==> config.mk <==
export PLATFORM = sky130hd
export DESIGN_NAME = gmb_lane
export DESIGN_NICKNAME = d
export VERILOG_FILES = /design/src/hdl/gmb_pkg.sv /design/src/hdl/gmb_lane.sv
export SDC_FILE = /design/constraint.sdc
export NUM_CORES = 1
export LEC_CHECK = 0
export BUFFER_PORTS_ARGS = -buffer_cell sky130_fd_sc_hd__buf_2
export CORE_MARGIN = 5
export CORE_UTILIZATION = 46
export DETAILED_ROUTE_END_ITERATION = 8
export PLACE_DENSITY = 0.89
export SLEW_MARGIN = 20
export SYNTH_ARGS = -nofsm -noshare
export SYNTH_HDL_FRONTEND = slang
export SYNTH_SLANG_ARGS = --single-unit
==> constraint.sdc <==
create_clock -name clk -period 4 [get_ports clk]
set_clock_uncertainty 0.15 [all_clocks]
set_input_delay 0.4 -clock clk [delete_from_list [all_inputs] [get_ports clk]]
set_output_delay 0.4 -clock clk [all_outputs]
set_load 0.1 [all_outputs]
==> src/hdl/gmb_pkg.sv <==
// ----------------------------------------------------------------------------
// gmb_pkg
// Shared types and constants for the greedy meshlet builder.
// ----------------------------------------------------------------------------
`default_nettype none

package gmb_pkg;

  // Table depth and triangle limit of one meshlet.
  localparam int MAX_VERTS = 64;
  localparam int MAX_PRIMS = 126;

  // Width of a local vertex index into the table.
  localparam int IDX_W = $clog2(MAX_VERTS);

  // Fixed field widths.
  localparam int CNT_W     = 7;
  localparam int VID_W     = 32;
  localparam int OFS_W     = 32;
  localparam int KIND_W    = 2;
  localparam int CFG_IDX_W = 1;
  localparam int LOC_W     = 10;

  // Lower clamps of the configured limits.
  localparam int VLIM_MIN = 3;
  localparam int PLIM_MIN = 1;

  // Record kinds.
  localparam logic [KIND_W-1:0] REC_MESHLET = 2'd0;
  localparam logic [KIND_W-1:0] REC_VERTEX  = 2'd1;
  localparam logic [KIND_W-1:0] REC_PRIM    = 2'd2;

  // Configuration register indexes.
  localparam logic [CFG_IDX_W-1:0] CFG_MAX_VERTICES   = 1'd0;
  localparam logic [CFG_IDX_W-1:0] CFG_MAX_PRIMITIVES = 1'd1;

  // Hit flags of one table lane, one per triangle corner.
  typedef struct packed {
    logic [2:0] hit;
  } lane_hit_t;

  // Merged lookup result for the three corners.
  typedef struct packed {
    logic [2:0]            found;
    logic [2:0][IDX_W-1:0] idx;
  } merge_t;

  // Sequencer states.
  typedef enum logic [6:0] {
    S_IDLE    = 7'b0000001,
    S_LOOK    = 7'b0000010,
    S_PLAN    = 7'b0000100,
    S_CLOSE_A = 7'b0001000,
    S_VERT    = 7'b0010000,
    S_PRIM    = 7'b0100000,
    S_CLOSE_B = 7'b1000000
  } state_t;

endpackage

`default_nettype wire

==> src/hdl/gmb_lane.sv <==
// ----------------------------------------------------------------------------
// gmb_lane
// One entry of the vertex table with its three key comparators.
// ----------------------------------------------------------------------------
`default_nettype none

module gmb_lane (
  input  wire                                  clk,
  input  wire                                  wr_en,
  input  wire  [gmb_pkg::VID_W-1:0]            wr_data,
  input  wire                                  active,
  input  wire  [2:0][gmb_pkg::VID_W-1:0]       keys,
  output gmb_pkg::lane_hit_t                   hits
);

  logic [gmb_pkg::VID_W-1:0] entry_r;

  always_ff @(posedge clk) begin
    if (wr_en) begin
      entry_r <= wr_data;
    end
  end

  // An entry at or above the fill count never matches.
  always_comb begin
    for (int k = 0; k < 3; k++) begin
      hits.hit[k] = active && (entry_r == keys[k]);
    end
  end

endmodule

`default_nettype wire

==> impl_metrics.py <==
metrics = {
    "timing": {
        "relSlewSlack": 0.5096,
        "finalHoldViolCount": 0,
        "period_share": 0.6812,
        "fmax_ghz": 0.3670,
        "finalSetupViolations": 0,
        "finalCriticalPeriod_ns": 2.725,
        "drv_slew": 0,
        "setup_tns_ns": 0,
        "hold_slack_ns": 0.1427,
        "setup_slack_ns": 1.275,
        "worstMarginPinSlew_ns": 0.7356,
        "rsz0062_at_grt": "false",
    },
    "cts": {
        "clock_path_buffers": 2,
        "root_buffer": "clkbuf_8",
        "cts_inserted_buffers": 5,
        "h-tree-depth": 2,
        "clkTransAtPathRegs_ns": 0.07,
        "cts_tree": "done",
        "post-cts-setup-buffers": 0,
        "hold_buffers": 0,
        "postCtsResizedCells": 0,
        "clock_sinks": 32,
    },
    "critical_path": {
        "arrival_ns": 2.17,
        "startpoint_type": "flip-flop",
        "cp_max_fo": 3,
        "critPathRequiredTime_ns": 3.45,
        "cp-end-kind": "primary output",
        "criticalPathCategory": "reg -> out",
    },
    "global_route": {
        "grt_use_total": 0.2152,
        "antenna_found_initial": 0,
        "grt_max_degree": 33,
        "grt_pass1_wl_um": 9804,
        "grt_remaining_overflow": 0,
        "grt_pass1_vias": 2051,
    },
    "drt": {
        "vias": 1745,
        "drt_iter0_drc": 83,
        "dr_wl_met2_um": 3425,
        "firstDrtPassIters": 4,
        "wirelength_um": 6262,
        "antenna_left": 0,
        "drc": 0,
        "wl_met3_um": 519,
        "vias_per_cell": 4.888,
        "wl_per_cell_um": 17.54,
        "top_layer_used": "met4",
        "met1_length_um": 2272,
    },
    "yosys": {
        "syn-num-nets": 295,
        "synth_seq_cells": 32,
        "avgSynthCellArea_um2": 12.40,
        "yosysWarnings": 0,
        "ys_seq_area_frac": 0.4726,
        "syn_inst": 164,
        "syn_area_um2": 2033,
        "yosysUniqueCellTypes": 9,
        "synth_top_cell_area_share": 0.4726,
        "synthTopCellsByArea": "edfxtp_1 (47%), xor2_1 (40%), nor4_1 (6.2%)",
        "synth_top_area_cell": "edfxtp_1",
    },
    "final_layout": {
        "antenna_cells": 0,
        "largest_reg_flops": 32,
        "area_delta_synth_final_pct": 40.25,
        "reg_top3": "entry_r x32",
        "nNetsFinal": 435,
        "top_register": "entry_r",
        "drive_gt1_frac": 0.4721,
    },
    "die": {
        "die-area_um2": 5850,
        "start_util": 0.4702,
        "die_y_um": 76.49,
        "pin_count": 134,
        "rows": 24,
        "dieWidth_um": 76.49,
        "core-area_um2": 4324,
    },
    "power": {
        "irDropWorstVdd_uv": 222.2,
        "powerDensity_nw_per_um2": 302.7,
        "pwr-share-comb": 0.212,
        "leakage_nw": 1.298,
        "p_sw_mw": 0.2418,
        "seq_power_share": 0.507,
        "p_int_mw": 0.6212,
        "switching_share": 0.2802,
        "pwr-share-clk": 0.281,
    },
    "placement": {
        "portBuffers": 133,
        "post-dp-hpwl_um": 5327,
        "preCtsSetupSlack_ns": 1.561,
        "globalplace.congestion": 0.8400,
    },
    "worst_hold_path": {
        "hp-class": "in -> reg",
    },
    "outcome": {
        "outcome": "finished, final reports clean",
    },
    "job": {
        "cap_violations": 0,
    },
}
## synth_stat cells
cell type	n
xor2_1	93
edfxtp_1	32
nor4_1	20
nand3_1	6
nand4_1	3
nor3_1	3
nor3_2	3
xnor2_1	3
nor4_2	1
## cell usage in the layout, fill, tap and decap left out
cell type	netlist	final
xnor2_1	3	3
nor4_1	20	20
clkinv_1	0	1
nor3_1	3	3
xor2_1	93	93
clkinvlp_4	0	2
nor4_2	1	1
nand3_1	6	6
buf_2	0	133
nor3_2	3	3
nand4_1	3	3
clkbuf_8	0	5
edfxtp_1	32	32
## cells by family after synthesis
family        synth area share
flops                   0.4726
simple gates            0.1138
xor+xnor                0.4135
## metal layers
| metal | up-vias | track usage |
|---|---|---|
| met3 | 4 | 0.06265 |
| met2 | 82 | 0.4067 |
| met5 | - | 0 |
| met4 | 0 | 0.04371 |
| met1 | 794 | 0.2355 |
| li1 | 865 | - |
## per-stage QoR
| step | total power [mW] | util | area, um^2 | cells |
|---|---|---|---|---|
| 3_5_place_dp | 0.6278 | 0.6392 | 2764 | 349 |
| 5_1_grt | 0.9153 | 0.6594 | 2851 | 357 |
| 4_1_cts | 0.8747 | 0.6594 | 2851 | 357 |
| 3_3_place_gp | 0.6192 | 0.6392 | 2764 | 349 |
| 2_1_floorplan | 0.5202 | - | 2033 | 164 |
| 6_report | 0.8631 | 0.6594 | 2851 | 357 |
## critical path, cell delays in order, from the launching register on
cell      delay (ns)
edfxtp_1        0.45
xor2_1          0.19
nor4_1          0.41
nand4_1         0.17
nor3_2          0.22
buf_2           0.46
## worst paths after layout
check                  start  depth (start not counted)  slack, ns              endpoint
max    entry_r[30]$_DFFE_PP_                          5       1.28               hits[2]
min               wr_data[0]                          1       0.14  entry_r[0]$_DFFE_PP_
## power groups by stage
stage | logic (mW) | clock network [mW] | registers, mW
finish | 0.183 | 0.243 | 0.437
global route | 0.202 | 0.271 | 0.442
CTS | 0.185 | 0.252 | 0.438
detailed placement | 0.182 | 0 | 0.446
global placement | 0.176 | 0 | 0.443
floorplan | 0.0855 | 0 | 0.435
## cell type report
class | instances | area [um^2]
Multi-Input combinational cell | 132 | 1072
Timing Repair Buffer | 133 | 665.6
Tap cell | 52 | 65.06
Clock buffer | 5 | 68.82
Fill cell | 358 | 1473
Clock inverter | 3 | 18.77
Sequential cell | 32 | 960.9
Power figures use the tool's default switching activity.
