<file path="config.mk">
export PLATFORM = sky130hd
export DESIGN_NAME = gmb_merge
export DESIGN_NICKNAME = d
export VERILOG_FILES = /design/src/hdl/gmb_pkg.sv /design/src/hdl/gmb_merge.sv
export SDC_FILE = /design/constraint.sdc
export NUM_CORES = 1
export LEC_CHECK = 0
export ABC_AREA = 1
export BUFFER_PORTS_ARGS = -buffer_cell sky130_fd_sc_hd__buf_2
export CORE_AREA = 4 4 80 82
export DETAILED_ROUTE_END_ITERATION = 12
export DIE_AREA = 0 0 84 86
export MAX_ROUTING_LAYER = met4
export PLACE_DENSITY = 0.92
export SETUP_SLACK_MARGIN = 0.3
export SYNTH_ARGS = -nofsm -noshare
export SYNTH_HDL_FRONTEND = slang
export SYNTH_SLANG_ARGS = --single-unit
</file>
<file path="constraint.sdc">
create_clock -name clk -period 1.8 [get_ports clk]
set_input_delay 0.36 -clock clk [delete_from_list [all_inputs] [get_ports clk]]
set_output_delay 0.36 -clock clk [all_outputs]
set_load 0.03 [all_outputs]
</file>
<file path="src/hdl/gmb_pkg.sv">
// ----------------------------------------------------------------------------
// gmb_pkg
// Shared types and constants for the greedy meshlet builder.
// ----------------------------------------------------------------------------
`default_nettype none

package gmb_pkg;

  // Table depth and triangle limit of one meshlet.
  localparam int MAX_VERTS = 64;
  localparam int MAX_PRIMS = 126;

  // Width of a local vertex index into the table.
  localparam int IDX_W = $clog2(MAX_VERTS);

  // Fixed field widths.
  localparam int CNT_W     = 7;
  localparam int VID_W     = 32;
  localparam int OFS_W     = 32;
  localparam int KIND_W    = 2;
  localparam int CFG_IDX_W = 1;
  localparam int LOC_W     = 10;

  // Lower clamps of the configured limits.
  localparam int VLIM_MIN = 3;
  localparam int PLIM_MIN = 1;

  // Record kinds.
  localparam logic [KIND_W-1:0] REC_MESHLET = 2'd0;
  localparam logic [KIND_W-1:0] REC_VERTEX  = 2'd1;
  localparam logic [KIND_W-1:0] REC_PRIM    = 2'd2;

  // Configuration register indexes.
  localparam logic [CFG_IDX_W-1:0] CFG_MAX_VERTICES   = 1'd0;
  localparam logic [CFG_IDX_W-1:0] CFG_MAX_PRIMITIVES = 1'd1;

  // Hit flags of one table lane, one per triangle corner.
  typedef struct packed {
    logic [2:0] hit;
  } lane_hit_t;

  // Merged lookup result for the three corners.
  typedef struct packed {
    logic [2:0]            found;
    logic [2:0][IDX_W-1:0] idx;
  } merge_t;

  // Sequencer states.
  typedef enum logic [6:0] {
    S_IDLE    = 7'b0000001,
    S_LOOK    = 7'b0000010,
    S_PLAN    = 7'b0000100,
    S_CLOSE_A = 7'b0001000,
    S_VERT    = 7'b0010000,
    S_PRIM    = 7'b0100000,
    S_CLOSE_B = 7'b1000000
  } state_t;

endpackage

`default_nettype wire

</file>
<file path="src/hdl/gmb_merge.sv">
// ----------------------------------------------------------------------------
// gmb_merge
// Combines the lane hits into a found flag and a local index per corner.
// ----------------------------------------------------------------------------
`default_nettype none

module gmb_merge (
  input  wire                                            clk,
  input  wire gmb_pkg::lane_hit_t [gmb_pkg::MAX_VERTS-1:0] hits,
  output gmb_pkg::merge_t                                result_r
);

  gmb_pkg::merge_t result_nxt;

  // Table entries are unique, so at most one lane hits per corner and the
  // index can be formed by OR-ing the lane numbers.
  always_comb begin
    result_nxt = '0;
    for (int i = 0; i < gmb_pkg::MAX_VERTS; i++) begin
      for (int k = 0; k < 3; k++) begin
        if (hits[i].hit[k]) begin
          result_nxt.found[k] = 1'b1;
          result_nxt.idx[k]   = result_nxt.idx[k] | gmb_pkg::IDX_W'(i);
        end
      end
    end
  end

  always_ff @(posedge clk) begin
    result_r <= result_nxt;
  end

endmodule

`default_nettype wire

</file>
==> flow_summary.json <==
{
  "run_status": "finished clean",
  "dp_cells": 694,
  "fin_cells": 698,
  "power_leakage_nw": 1.52,
  "initial_utilization_pct": 35.8,
  "fp.coreArea_um2": 5750,
  "shortest_period_the_worst_path_allows_ps": 1140,
  "worst-path-buf-inv": 1,
  "hold_depth": 3,
  "portBuffers": 213,
  "antenna_found_initial": 0,
  "worst_pin_slew_ps": 328,
  "worstPathMaxFanout": 1,
  "largest-register": "result_r",
  "postSynthCellCount": 406,
  "global_route_wire_length_before_repair_um": 14500,
  "synth-warning-count": 0,
  "biggestRegsByFlops": "result_r: 21 flops",
  "tritoncts": "done",
  "routed-via-count": 3438,
  "multi_input_area_um2": 1570,
  "postPlaceCellArea_um2": 3220,
  "final_area_um2": 3260,
  "vdd_ir_drop_max_mv": 0.388,
  "global_route.overflow_total": 0,
  "maximum_number_of_pins_on_one_net_before_global_route_repair": 13,
  "drive_gt1_share_pct": 36.4,
  "syn_nets": 599,
  "data_arrival_time_of_the_worst_path_ps": 780,
  "drt_pass1_iterations": 5,
  "grt_util_all_layers_pct": 24.9,
  "vias_per_cell": 4.93,
  "cp-start-kind": "flip-flop",
  "drt_iter0_markers": 169,
  "type_of_the_tightest_min_delay_check": "in -> reg",
  "worst_setup_path_end_kind": "output port",
  "rows": 28,
  "min_period_over_period_pct": 63.6,
  "cts_resized": 0,
  "largest_register_ff_count": 21,
  "rsz0062_at_grt": "false",
  "ys_seq_area_share_pct": 20.4,
  "clock_tree.root_cell": "sky130_fd_sc_hd__clkbuf_8",
  "crit_path_largest_cell_delay_ps": 340,
  "worstSetupPathDepth": 1,
  "critical-path-slowest-cell": "sky130_fd_sc_hd__dfxtp_1",
  "n_antenna_cell": 0,
  "area_delta_synth_final_pct": 58.6,
  "post_cts_buffers": 0,
  "totalPowerFinal_w": 0.00120,
  "timing.critical_path.required_ps": 1440,
  "cts-buffers-inserted": 3,
  "antenna_violating_nets_post_route": 0,
  "average_routed_wire_per_standard_cell_um": 13.5,
  "relSlewSlack_pct": 77.9,
  "regArea_um2": 420,
  "die_width_um": 84,
  "max_freq_mhz": 873,
  "routabilityCongestion": 0.947,
  "wl_um": 9400,
  "post_synth_num_cell_types": 15,
  "finish.net_count": 817,
  "max_cap_violations": 0,
  "die_h_um": 86,
  "timing.final.max_slew_violations": 0,
  "dp_hpwl_um": 8700,
  "pwr_density_cell_nw_per_um2": 368,
  "cts.hold.buffers_added": 0,
  "die_area_um2": 7220,
  "grt_pass1_vias": 3308,
  "critPathTopFamily": "flip-flops",
  "path_cells": "buf_2",
  "synthesis.area_um2": 2060,
  "totalNegativeSetupSlack_ps": 0,
  "avgSynthCellArea_um2": 5.07,
  "yosys_register_bits": 21,
  "io_pins": 214,
  "cts_sinks": 21,
  "final_hold_viol_count": 0,
  "setup_viol_count_final": 0,
  "n_fill_cell": 587,
  "clkTransAtPathRegs_ps": 70,
  "post_route_drc": 0,
  "clk_path_buf_depth": 2,
  "setup.worst_path.class": "reg -> out",
  "cts_htree_levels": 1
}
==> synthesized netlist by cell type (all sizes together) <==
library cell / count / area, um^2
nor2: 212 / 813
nand2: 77 / 289
nand4: 32 / 200
dfxtp: 21 / 420
nand3: 19 / 95.1
inv: 18 / 67.6
nor3: 16 / 85.1
nor3b: 4 / 35.0
or2: 4 / 32.5
and2: 3 / 18.8
==> area by class of cell <==
| class | instances | share of cell area (%) |
|---|---|---|
| Clock inverter | 1 | 0.153 |
| Sequential cell | 21 | 12.9 |
| Inverter | 18 | 2.07 |
| Clock buffer | 3 | 1.27 |
| Multi-Input combinational cell | 367 | 48.1 |
| Tap cell | 75 | 2.88 |
| Timing Repair Buffer | 213 | 32.7 |
==> metal layers <==
| layer | GRT usage [%] | share of wire [%] | vias to the layer above | wire length, um |
|---|---|---|---|---|
| li1 | - | - | 1740 | - |
| met1 | 27.5 | 39 | 1501 | 3700 |
| met2 | 45.8 | 50 | 177 | 4740 |
| met3 | 4.71 | 8.0 | 20 | 748 |
| met4 | 6.43 | 2.3 | 0 | 212 |
| met5 | - | 0 | - | 0 |
==> logic make-up after synthesis <==
kind of cell           Yosys count  synth area share, %
buffers and inverters           18                 3.28
DFF                             21                 20.4
and+or+nand+nor                367                 76.3
==> where the power goes <==
part / total, W / switching (W) / internal [W]
Sequential: 0.000464 / 0.0000000000000828 / 0.000464
Combinational: 0.000448 / 0.000234 / 0.000213
Clock: 0.000289 / 0.000135 / 0.000153
==> through the flow <==
step	hold slack [ps]	utilization, %	setup slack, ps
after floorplan	463	-	760
after global placement	638	56.0	531
after detailed placement	628	56.0	525
after CTS	366	56.8	641
after global routing	385	56.8	613
final	376	56.8	655
==> final timing paths <==
kind,start,endpoint
hold / removal,hits[145],result_r[10]
setup / recovery,result_r[9],result_r[9]
==> cells in the final DEF (no fill, tap or decap) <==
cell type | synthesis | final
sky130_fd_sc_hd__buf_2 | 0 | 213
sky130_fd_sc_hd__nor2_1 | 207 | 207
sky130_fd_sc_hd__nand2_1 | 77 | 77
sky130_fd_sc_hd__nand4_1 | 32 | 32
sky130_fd_sc_hd__dfxtp_1 | 21 | 21
sky130_fd_sc_hd__nand3_1 | 19 | 19
sky130_fd_sc_hd__inv_1 | 18 | 18
sky130_fd_sc_hd__nor3_1 | 15 | 15
sky130_fd_sc_hd__nor2_2 | 4 | 4
sky130_fd_sc_hd__or2_4 | 3 | 3
sky130_fd_sc_hd__and2_1 | 3 | 3
sky130_fd_sc_hd__nor3b_1 | 3 | 3
sky130_fd_sc_hd__clkbuf_8 | 0 | 3
sky130_fd_sc_hd__or2_1 | 1 | 1
sky130_fd_sc_hd__nor2_4 | 1 | 1
sky130_fd_sc_hd__nor3b_2 | 1 | 1
sky130_fd_sc_hd__nor3_2 | 1 | 1
sky130_fd_sc_hd__clkinv_2 | 0 | 1
(Power assumes the default switching activity.)
